===== src/hw/rtl/tdpt_pkg.sv =====
// shared constants and types of the trial division prime test
package tdpt_pkg;

   localparam int DATA_WIDTH      = 32;
   localparam int REQ_TDATA_WIDTH = ((DATA_WIDTH + 7) / 8) * 8;
   localparam int RSP_TDATA_WIDTH = 8;
   localparam int STEP_CNT_WIDTH  = $clog2(DATA_WIDTH + 1);
   localparam int FIRST_DIVISOR   = 2;

   // handshake between the sequencer and the divider
   typedef struct packed {
      logic start;
   } div_ctrl_type;

   typedef struct packed {
      logic busy;
      logic done;
   } div_status_type;

endpackage


===== src/hw/rtl/tdpt_divider.sv =====
// bit-serial restoring divider, one quotient bit per cycle
module tdpt_divider (
   input  logic                                clock,
   input  logic                                reset,
   input  tdpt_pkg::div_ctrl_type              ctrl,
   input  logic [tdpt_pkg::DATA_WIDTH-1:0]     dividend,
   input  logic [tdpt_pkg::DATA_WIDTH-1:0]     divisor,
   output tdpt_pkg::div_status_type            status,
   output logic [tdpt_pkg::DATA_WIDTH-1:0]     quotient,
   output logic [tdpt_pkg::DATA_WIDTH-1:0]     remainder
);

   logic [tdpt_pkg::DATA_WIDTH-1:0]     rem_ff, rem_in;
   logic [tdpt_pkg::DATA_WIDTH-1:0]     quo_ff, quo_in;
   logic [tdpt_pkg::DATA_WIDTH-1:0]     div_ff, div_in;
   logic [tdpt_pkg::STEP_CNT_WIDTH-1:0] cnt_ff, cnt_in;
   logic                                done_ff, done_in;
   logic [tdpt_pkg::DATA_WIDTH:0]       trial;
   logic [tdpt_pkg::DATA_WIDTH:0]       diff;
   logic                                fits;

   // shift in the next dividend bit and try the subtract
   assign trial = {rem_ff, quo_ff[tdpt_pkg::DATA_WIDTH-1]};
   assign diff  = trial - {1'b0, div_ff};
   assign fits  = trial >= {1'b0, div_ff};

   always_comb begin
      rem_in  = rem_ff;
      quo_in  = quo_ff;
      div_in  = div_ff;
      cnt_in  = cnt_ff;
      done_in = 1'b0;
      if (ctrl.start) begin
         rem_in = '0;
         quo_in = dividend;
         div_in = divisor;
         cnt_in = tdpt_pkg::STEP_CNT_WIDTH'(tdpt_pkg::DATA_WIDTH);
      end else if (cnt_ff != '0) begin
         rem_in  = fits ? diff[tdpt_pkg::DATA_WIDTH-1:0] : trial[tdpt_pkg::DATA_WIDTH-1:0];
         quo_in  = {quo_ff[tdpt_pkg::DATA_WIDTH-2:0], fits};
         cnt_in  = cnt_ff - tdpt_pkg::STEP_CNT_WIDTH'(1);
         done_in = (cnt_ff == tdpt_pkg::STEP_CNT_WIDTH'(1));
      end
   end

   always_ff @(posedge clock) begin
      rem_ff <= rem_in;
      quo_ff <= quo_in;
      div_ff <= div_in;
      if (reset) begin
         cnt_ff  <= '0;
         done_ff <= 1'b0;
      end else begin
         cnt_ff  <= cnt_in;
         done_ff <= done_in;
      end
   end

   assign status.busy = (cnt_ff != '0);
   assign status.done = done_ff;
   assign quotient    = quo_ff;
   assign remainder   = rem_ff;

endmodule


===== config.mk =====
export PLATFORM = sky130hd
export DESIGN_NAME = tdpt_divider
export DESIGN_NICKNAME = d
export VERILOG_FILES = /design/src/hw/rtl/tdpt_pkg.sv /design/src/hw/rtl/tdpt_divider.sv
export SDC_FILE = /design/constraint.sdc
export NUM_CORES = 1
export LEC_CHECK = 0
export ABC_CLOCK_PERIOD_IN_PS = 2700
export BUFFER_PORTS_ARGS = -buffer_cell sky130_fd_sc_hd__buf_2
export CAP_MARGIN = 5
export CORE_ASPECT_RATIO = 0.75
export CORE_MARGIN = 1
export CORE_UTILIZATION = 49
export DETAILED_ROUTE_END_ITERATION = 8
export GPL_ROUTABILITY_DRIVEN = 1
export PLACE_DENSITY = 0.82
export SLEW_MARGIN = 5
export SYNTH_ARGS = -nofsm -noshare
export SYNTH_HDL_FRONTEND = slang
export SYNTH_SLANG_ARGS = --single-unit

===== constraint.sdc =====
create_clock -name clock -period 2.7 [get_ports clock]
set_input_delay 0.135 -clock clock [delete_from_list [all_inputs] [get_ports clock]]
set_output_delay 0.135 -clock clock [all_outputs]
set_load 0.02 [all_outputs]

### Yosys cells after proc, flatten, opt, wreduce, memory -nomap -nowiden

Cells that the tools add are included.

* bits in registers: 103
* output and inout port bits: 66

* magnitude comparators: 1
* equality and inequality tests: 1
* reduce and logical (&&, ||, !) cells: 4
* multiplexer cells: 5
* bitwise logic cells: 1
* add/subtract/negate cells: 2

Operator list (number)
* 32-bit two-way mux: 3
* 33-bit by 32-bit >= comparator with 1-bit output: 1
* 32-bit subtractor: 1
* 6-bit two-way mux: 2
* 6-bit by 1-bit == test with 1-bit output (second input constant): 1
* 6-bit nonzero test: 1
* 6-bit by 1-bit subtractor with 6-bit output (second input constant): 1
* 3-bit OR reduction: 1
* 2-bit nonzero test: 1
* 2-bit OR reduction: 1
* 1-bit NOT: 1

### Logic depth before layout (Yosys ltp)

Gate-level depths: netlist (run 1).

* word-level depth: 3
* depth in mapped cells: 14
* mapped depth without buffers: 12

### Worst setup path after synthesis (run 1)

Ideal clock, no wire load.

* path kind: flip-flop to flip-flop
* start: register rem_ff, in the netlist remainder[25]
* end: register quo_ff, in the netlist quotient[0], data pin
* setup slack: -0.308 ns
* arrival time: 2.749 ns
* required time: 2.440 ns
* library setup time: 0.260 ns
* cell stages (with the launch flop): 12
* cell sequence: dfxtp_1 > ha_1 > buf_6 > a21o_1 > a21o_1 > a211o_1 > o221a_2 > a211o_1 > and2_4 > buf_6 > buf_4 > mux2_2

* longest elaborated chain between the ends: 3

RTL lines
* from (decl): RTL line tdpt_divider.sv:13 `logic [tdpt_pkg::DATA_WIDTH-1:0] rem_ff, rem_in;`
* from (signal assigned): RTL line tdpt_divider.sv:47 `rem_ff <= rem_in;`
* 33-bit by 32-bit >= comparator with 1-bit output: RTL line tdpt_divider.sv:25 `assign fits = trial >= {1'b0, div_ff};`
* 32-bit two-way mux: RTL line tdpt_divider.sv:38 `end else if (cnt_ff != '0) begin`
* 32-bit two-way mux: RTL line tdpt_divider.sv:33 `if (ctrl.start) begin`
* via quo_in (one bit): RTL line tdpt_divider.sv:14 `logic [tdpt_pkg::DATA_WIDTH-1:0] quo_ff, quo_in;`
* to (signal assigned): RTL line tdpt_divider.sv:48 `quo_ff <= quo_in;`
* to (decl): RTL line tdpt_divider.sv:14

The timed path passes the listed nets, and every way through them passes these cells. The select of a mux whose other input is x is not followed.
A chain may end at the register's enable or synchronous reset.

### Worst setup path in the final report (run 1)

* start: register div_ff[16] (netlist bit)
* end: register rem_ff, in the netlist remainder[19]

* longest elaborated chain between the ends: 2

RTL lines
* from (decl): RTL line tdpt_divider.sv:15 `logic [tdpt_pkg::DATA_WIDTH-1:0] div_ff, div_in;`
* from (signal assigned): RTL line tdpt_divider.sv:49 `div_ff <= div_in;`
* 32-bit subtractor / 33-bit by 32-bit >= comparator with 1-bit output (equally long branches): RTL line tdpt_divider.sv:24, tdpt_divider.sv:25
* 32-bit two-way mux *: RTL line tdpt_divider.sv:39 `rem_in = fits ? diff[tdpt_pkg::DATA_WIDTH-1:0] : trial[tdpt_pkg::DATA_WIDTH-1:0];`

Every way passes the cells marked *; elsewhere a longest branch is shown, timed or not.

==> results of run 1 <==
[per-layer routing]
layer | global-route usage, % | vias to the layer above | part of all wire [%]
li1 | - | 2554 | -
met1 | 35.2 | 2676 | 42
met2 | 43.6 | 346 | 46
met3 | 5.92 | 84 | 8.2
met4 | 12.1 | 0 | 4.1
met5 | 0 | - | 0
[cell families (layout without fill, tap and decap cells)]
kind of cell	count (synthesis)	in the layout
muxes	43	43
DFF	103	103
adders and majority gates	35	35
and+or+nand+nor	154	157
buffers and inverters	68	303
xor gates and xnor gates	31	31
AOI/OAI and AO/OA	134	134
[through the flow]
stage	cells	total power (W)	hold slack [ns]
after floorplan	568	0.00562	0.204
after global placement	899	0.00712	0.311
after detailed placement	899	0.00729	0.313
after CTS	964	0.00903	0.0761
after global routing	968	0.0104	0.0844
final	968	0.00993	0.0841
[cell type report]
cell class / instances / area [µm²] / share of cell area, %
clock buffer: 14 / 264 / 3.15
inverter: 44 / 165 / 1.97
multi-input combinational: 400 / 3370 / 40.2
tap: 162 / 203 / 2.42
clock inverter: 2 / 16.3 / 0.194
timing repair buffer: 243 / 1650 / 19.7
sequential: 103 / 2710 / 32.3
[synth_stat cells, types with 8 or more instances]
cell type,count
edfxtp_1,64
nor2_1,45
nand2_1,44
inv_1,43
dfxtp_1,39
a21oi_1,35
ha_1,34
mux2_2,33
xnor2_1,19
clkbuf_1,17
o21ai_0,16
and3_1,12
xor2_1,12
a311oi_1,11
nand3_1,11
a21o_1,10
a31oi_1,10
mux2i_1,10
a211oi_1,8
nor3_1,8
o22ai_1,8
[power by group through the flow]
stage               combinational [W]  sequential, W  clock (W)
global placement              0.00466        0.00247          0
floorplan                     0.00266        0.00296          0
CTS                           0.00527        0.00249    0.00126
global route                  0.00649        0.00258    0.00132
finish                        0.00617        0.00251    0.00125
detailed placement            0.00479        0.00250          0
[worst min path at each step]
| stage | cells after the start | start | to |
|---|---|---|---|
| floorplan | 1 | reset | cnt_ff[5] |
| global placement | 1 | divisor[22] | div_ff[22] |
| detailed placement | 1 | divisor[23] | div_ff[23] |
| CTS | 2 | dividend[19] | quotient[19] |
| global route | 2 | dividend[22] | quotient[22] |
| finish | 2 | dividend[19] | quotient[19] |
[state kept, by name (all words and copies together), names as in the netlist]
register   count
div_ff        32
cnt_ff         6
done_ff        1
quotient      32
remainder     32
[what timing repair did]
item                                    4_1_cts  5_1_grt
hold buffers                                 33        0
endpoints found under the setup margin       31       33
gates resized for setup                      33       68
hold endpoints to repair                     34        0
gates cloned                                  2        1
pin swaps                                    23       42
setup buffers                                14        5
==> impl_metrics.toml, run 1 <==
[timing]
skew_ns = 0.00795
setup_tns_ns = -4.73
final-setup-viol-count = 33
hold_viol = 0
period_minus_slack_ns = 2.97
tightest_slew_ns = 0.729
finalCritPeriodShare_pct = 110
slew_viol_final = 0
rsz0062_at_grt = "true"
fmax_ghz = 0.337
setup_ws_ns = -0.267
slew_headroom_pct = 51.2

[clock_tree]
clock_path_buffers = 2
clk_pin_slew_ns = 0.07
clk_latency_ns = 0.35
cts_made_buffers = 9
cts.sinks = 103
cts_tree = "done"
cts.htree.levels = 3
root_buffer = "clkbuf_16"

[floorplan]
die-area_um2 = 12400
die_h_um = 96.7
core_area_um2 = 11600
start_util_pct = 50.4
io-pin-count = 133
fp-row-count = 34
die_x_um = 128

[synth]
syn_area_um2 = 5850
ys_seq_elements = 103
muxShareOfSynthArea_pct = 8.06
synth_compound_area_share_pct = 15.8
synth_nets = 670
yosys.area_share.simple_pct = 12.7
yosys_warnings = 0
synth_top_area_cell = "edfxtp_1"
synthTopCellsByArea = "edfxtp_1, dfxtp_1, ha_1, mux2_2, a21oi_1"
yosysTopAreaCellShare_pct = 32.8
ys_seq_area_share_pct = 46.2
ys_types = 66
synthArstFlopShare_pct = 0
synth_flop_cell = "edfxtp_1"
syn_inst = 568
synth_xor_area_share_pct = 4.64
synth_top_family_by_area = "compound AO/OA/AOI/OAI gates"
syn_area_per_cell_um2 = 10.3
synth_edf_count = 64
synthAdderAreaFrac_pct = 7.61

[worst_setup_path]
cp-endpoint = "remainder[19]"
crit_path_start = "div_ff[16]"
r2r_slack_ns = -0.27
start_kind = "register"
end_kind = "register"
cp_common_cell = "buf_4"
cp.buffers_inverters = 4
cp_num_cells = 13
crit_fanout = 6
cp_cell_sequence = "inv_2, ha_4, nand4_4, buf_4, buf_4, nor3_2, nand4_1, and2_1, nand2b_1, and2_4, buf_6, nand2_2, a311oi_1"
cp_top_family = "simple AND/OR/NAND/NOR gates"
r2r_start = "div_ff[16]"
regToRegEndpoint = "remainder[19]"
cpMaxStageDelayCell = "edfxtp_1"
worstSetupPathType = "reg2reg"
arrival_ns = 3.20
slowest_delay_ns = 0.36
cp.required_ns = 2.93
ff2ff_path_depth = 13

[grt]
grt_overflow = 0
antenna_found_initial = 0
grt_max_degree = 37
grt_pass1_vias = 5434
grt_pass1_wl_um = 26400
grt_usage_pct = 27.2

[pwr]
vdd_ir_drop_max_v = 0.000605
swShare_pct = 44.5
power.switching_w = 0.00442
comb_power_share_pct = 62.1
power.density_nw_per_um2 = 1190
power.internal_w = 0.00551
power_frac_seq_pct = 25.3
p_clk_share_pct = 12.6
power.leakage_nw = 3.71

[placed_design]
gp_congestion = 0.913
io_buffer_count = 132
place_ws_ns = -0.242
hpwl_um = 11100
place_area_um2 = 7100

[min_path]
hp-class = "in2reg"

[detailed_routing]
first_iter_violations = 590
drc = 0
route.vias.total = 5660
ant_nets = 0
viasPerCell = 5.85
finalWirelength_um = 18400
first_pass_iters = 5
detail_route.wl_per_cell_um = 19.0

[final_layout]
post-route-util_pct = 72.1
fillers = 769
mostFrequentLayoutCell = "buf_2"
final_cell_mix = "buf_2, edfxtp_1, buf_4, nor2_1, inv_1"
areaGrowthSynthToFinish_pct = 43.1
nets = 903
antenna_cells = 0
stdcell_area_um2 = 8380
drive_gt1_share_pct = 42.8

[flow_run]
cap_violations = 0

[outcome]
violations = "setup timing"
status = "finished with violations"
No activity file was read; power rests on OpenSTA's default activity.
==> run 2, diff against run 1 <==
PLACE_DENSITY = 0.76   (was 0.82)
==> run 2 against run 1 <==
The flow still finishes with violations (setup timing). Sequential share of layout area fell by 0.21 points. Power fell by 0.66%. First-iteration DRC count fell by 24%. Critical endpoint is now quotient[0]. Register-to-register slack improved by 0.14 ns. Sequential cell count did not move.
==> impl_metrics.toml, run 2 (same netlist as run 1, synthesis figures left out) <==
[floorplan]
core_area_um2 = 11600
die-area_um2 = 12400
io-pin-count = 133
fp-row-count = 34
die_x_um = 128
start_util_pct = 50.4
die_h_um = 96.7

[clock_tree]
cts_made_buffers = 9
clock_path_buffers = 2
cts.htree.levels = 3
clk_pin_slew_ns = 0.08
clk_latency_ns = 0.36
root_buffer = "clkbuf_16"
cts_tree = "done"
cts.sinks = 103

[grt]
grt_usage_pct = 26.6
grt_pass1_vias = 5287
grt_pass1_wl_um = 26000
antenna_found_initial = 0
grt_overflow = 0
grt_max_degree = 34

[worst_setup_path]
cp.buffers_inverters = 1
cpMaxStageDelayCell = "a211o_4"
slowest_delay_ns = 0.42
arrival_ns = 2.93
crit_path_start = "div_ff[1]"
cp_top_family = "compound AO/OA/AOI/OAI gates"
cp_cell_sequence = "inv_1, ha_4, nand2b_1, a21oi_4, o211a_4, o211ai_1, o211ai_2, a211o_4, and2_4, mux2_4"
start_kind = "register"
cp.required_ns = 2.80
worstSetupPathType = "reg2reg"
r2r_start = "div_ff[1]"
end_kind = "register"
crit_fanout = 6

[timing]
setup_ws_ns = -0.129
rsz0062_at_grt = "true"
hold-worst-slack_ns = 0.0787
slew_headroom_pct = 43.8
fmax_ghz = 0.353
finalCritPeriodShare_pct = 105
period_minus_slack_ns = 2.83
slew_viol_final = 0
final-setup-viol-count = 22
skew_ns = 0.0118
hold_viol = 0
tightest_slew_ns = 0.840

[final_layout]
mostFrequentLayoutCell = "buf_2"
areaGrowthSynthToFinish_pct = 44.1
nets = 914
fillers = 787
multi_input_area_um2 = 3380
final_cell_mix = "buf_2, buf_4, edfxtp_1, nor2_1"
antenna_cells = 0
final-seq-area_um2 = 2710
fin_cells = 979
drive_gt1_share_pct = 42.7

[detailed_routing]
wl_met1_um = 7560
route.vias.total = 5563
ant_nets = 0
drc = 0
wl_met3_um = 1270
detail_route.wl_per_cell_um = 18.3
viasPerCell = 5.68
first_iter_violations = 450
finalWirelength_um = 17900
wl_met2_um = 8640
first_pass_iters = 5
maxUsedRoutingLayer = "met4"

[placed_design]
dp.cells = 903
gp_congestion = 0.912
hpwl_um = 11200
io_buffer_count = 132

[pwr]
power.density_nw_per_um2 = 1170
power.leakage_nw = 3.72
vdd_ir_drop_max_v = 0.000558

[outcome]
status = "finished with violations"
violations = "setup timing"

[min_path]
hp-class = "in2reg"
worstHoldStart = "dividend[9]"

[flow_run]
cap_violations = 0
-- run 2: changes by cell type in the layout (fill, tap and decap cells not counted), sizes merged --
cell      previous run  this run
and2                 6         7
clkinv               2         4
clkinvlp             1         0
buf                210       219
clkbuf              14        10
inv                 43        47
-- run 2: area by class of cell --
class	count	area share [%]
repair buffers	253	20.0
multi-input cells	401	40.0
inverters	44	1.96
clock inverters	7	0.786
clock buffers	9	2.67
flip-flops and latches	103	32.1
well taps	162	2.40
-- run 2: stage by stage --
stage                     area (µm²)  TNS [ns]  setup WS (ns)  power [W]  util (%)
after floorplan                 5890    -0.215         -0.140    0.00562         -
after global placement          7110    -0.371         -0.132    0.00721      61.2
after detailed placement        7110    -0.775         -0.125    0.00732      61.2
after CTS                       7950   -0.0606        -0.0421    0.00894      68.5
after global routing            8440     -3.97         -0.199     0.0104      72.6
final                           8440     -1.15         -0.129    0.00986      72.6
-- run 2: layer usage --
layer,up-vias,GRT usage (%)
met4,0,8.14
met5,-,0
li1,2586,-
met2,236,42.4
met1,2687,36.2
met3,54,5.81
-- run 2: report_power, final --
part | leakage (nW) | switching [W] | internal, W
combinational | 2.61 | 0.00341 | 0.00261
clock | 0.146 | 0.000657 | 0.000649
sequential | 0.966 | 0.000351 | 0.00218
-- run 2: worst paths after layout --
kind                    to  slack, ns  cells past startpoint
max            quotient[0]      -0.13                     10
min            quotient[9]       0.08                      2
max reg2reg    quotient[0]      -0.13                     10
min reg2reg  remainder[30]       0.53                      1
-- run 2: timing repair --
| item | in CTS | in global routing |
|---|---|---|
| buffers inserted | 15 | 9 |
| cloned | 2 | 3 |
| hold buffers | 33 | 0 |
| gates resized for setup | 21 | 67 |
| pin swaps | 23 | 34 |
| endpoints found under the hold margin | 35 | 0 |
| endpoints found under the setup margin | 26 | 33 |
==> run 3, diff against run 2 <==
--- a/config.mk
+++ b/config.mk
@@ -10,8 +10,8 @@
 export CAP_MARGIN = 5
 export CORE_ASPECT_RATIO = 0.75
-export CORE_MARGIN = 1
 export CORE_UTILIZATION = 49
 export DETAILED_ROUTE_END_ITERATION = 8
 export GPL_ROUTABILITY_DRIVEN = 1
+export HOLD_SLACK_MARGIN = 0.08
 export PLACE_DENSITY = 0.76
 export SLEW_MARGIN = 5
==> constraint.sdc (replaced) <==
create_clock -name clock -period 2.7 [get_ports clock]
set_input_delay 0 -clock clock [delete_from_list [all_inputs] [get_ports clock]]
set_output_delay 0 -clock clock [all_outputs]
set_load 0.02 [all_outputs]
==> run 3 against run 2 <==
The run still ends with setup timing left. Clock skew decreased by 0.0017 ns. Core utilization increased by 2.2 points. Final cell count increased by 3.0%. Hold slack improved by 0.032 ns. Non-clock buffer count increased by 31. Sequential cell count unchanged. Critical path type unchanged. Highest routed layer unchanged.
==> impl_metrics.toml, run 3 (same netlist as run 1, synthesis figures left out) <==
[grt]
grt_usage_pct = 29.8
grt_overflow = 0
antenna_found_initial = 0
grt_pass1_wl_um = 28700
grt_max_degree = 36
grt_pass1_vias = 5786

[worst_setup_path]
start_kind = "register"
cp_common_cell = "buf_6"
end_kind = "register"
cp.required_ns = 2.95
crit_fanout = 5
slowest_delay_ns = 0.40
cpMaxStageDelayCell = "a211o_1"
cp_cell_sequence = "inv_1, ha_2, nand3_4, a21oi_4, o211a_1, o211ai_1, o211ai_2, a211o_1, nand2_2, buf_6, buf_6, nand2_4, a311oi_2"
r2r_slack_ns = -0.15
worstSetupPathType = "reg2reg"
arrival_ns = 3.10

[outcome]
violations = "setup timing"
status = "finished with violations"

[detailed_routing]
detail_route.wl_per_cell_um = 18.9
ant_nets = 0
viasPerCell = 5.81
drc = 0
first_pass_iters = 6
first_iter_violations = 657
route.vias.total = 5855
finalWirelength_um = 19000

[floorplan]
die_x_um = 128
die-area_um2 = 12400
fp-row-count = 34
core_area_um2 = 11600
start_util_pct = 50.4
die_h_um = 96.7
io-pin-count = 133

[placed_design]
dp.cells = 904
io_buffer_count = 132
hpwl_um = 11400
gp_congestion = 0.915

[pwr]
swShare_pct = 43.5
vdd_ir_drop_max_v = 0.000567
power.density_nw_per_um2 = 1150
power.internal_w = 0.00563
power.switching_w = 0.00433
power.leakage_nw = 3.86
p_clk_share_pct = 14.2
power_frac_seq_pct = 25.5
comb_power_share_pct = 60.4

[final_layout]
areaGrowthSynthToFinish_pct = 48.5
fillers = 761
mostFrequentLayoutCell = "buf_2"
drive_gt1_share_pct = 40.2
fin_cells = 1008
antenna_cells = 0
nets = 943
final_cell_mix = "buf_2, buf_4, dlygate4sd3_1, edfxtp_1, nor2_1"
post-route-util_pct = 74.9

[clock_tree]
cts_made_buffers = 9
clock_path_buffers = 2
cts.sinks = 103
clk_pin_slew_ns = 0.07
root_buffer = "clkbuf_16"
cts.htree.levels = 3
clk_latency_ns = 0.35
cts_tree = "done"

[timing]
tightest_slew_ns = 0.488
skew_ns = 0.0101
slew_headroom_pct = 67.5
hold_viol = 0
period_minus_slack_ns = 2.85
setup_ws_ns = -0.146
rsz0062_at_grt = "true"
fmax_ghz = 0.351
finalCritPeriodShare_pct = 105
slew_viol_final = 0
final-setup-viol-count = 23

[flow_run]
cap_violations = 0

[min_path]
hp-class = "in2reg"
-- run 3: cell count changes in the layout (fill, tap and decap cells not counted), sizes merged --
| cell | delta |
|---|---|
| nand2 | -1 |
| inv | -3 |
| clkbuf | +1 |
| and2 | -1 |
| bufinv | +2 |
| clkinv | -1 |
| dlygate4sd3 | +32 |
-- run 3: path summary, 6_finish.rpt --
path / startpoint / end / depth (start not counted)
hold reg to reg: remainder[18] / remainder[19] / 2
hold / removal: ctrl / remainder[26] / 2
setup reg to reg: div_ff[2] / remainder[5] / 13
setup / recovery: div_ff[2] / remainder[5] / 13
-- run 3: repair_timing --
item / in CTS / in global routing
buffers inserted: 14 / 10
gates cloned: 2 / 0
pin swaps: 24 / 39
resized for setup: 36 / 44
endpoints found under the hold margin: 71 / 0
hold buffers: 65 / 0
setup endpoints to repair: 32 / 33
-- run 3: critical path: cells and delay by family, from the launching register on --
kind,cells,cell delay (ns)
compound gates,6,1.44
fa+ha+maj,1,0.31
buf+inv,3,0.31
flops,1,0.37
simple gates,3,0.31
-- run 3: through the flow --
stage	instance area [µm²]	hold WS (ns)	worst slack, ns	setup TNS [ns]	total power, W
floorplan	5890	0.0691	-0.140	-0.215	0.00562
detailed placement	7120	0.178	-0.149	-2.70	0.00734
global placement	7120	0.176	-0.109	-0.306	0.00722
finish	8690	0.111	-0.146	-1.15	0.00996
global route	8690	0.129	-0.224	-3.91	0.0104
CTS	8410	0.0907	-0.0829	-0.212	0.00928
-- run 3: layout make-up --
class                      instances  area, µm²  area share (%)
tap                              162        203            2.33
timing repair buffer             284       2010            23.1
multi-input combinational        399       3290            37.9
sequential                       103       2710            31.2
clock inverter                     5       81.3           0.935
inverter                          44        165            1.90
clock buffer                      11        233            2.68
-- run 3: layer usage --
layer	up-vias	global-route usage (%)	share of wire [%]
met5	-	0	0
met4	0	11.9	4.3
met3	80	6.03	8.0
met2	335	49.8	48
met1	2800	37.6	40
li1	2640	-	-
-- run 3: power by group through the flow --
| stage | registers, W | clock network (W) | logic, W |
|---|---|---|---|
| after floorplan | 0.00296 | 0 | 0.00266 |
| after global placement | 0.00248 | 0 | 0.00474 |
| after detailed placement | 0.00250 | 0 | 0.00484 |
| after CTS | 0.00250 | 0.00142 | 0.00536 |
| after global routing | 0.00259 | 0.00147 | 0.00634 |
| final | 0.00254 | 0.00141 | 0.00601 |
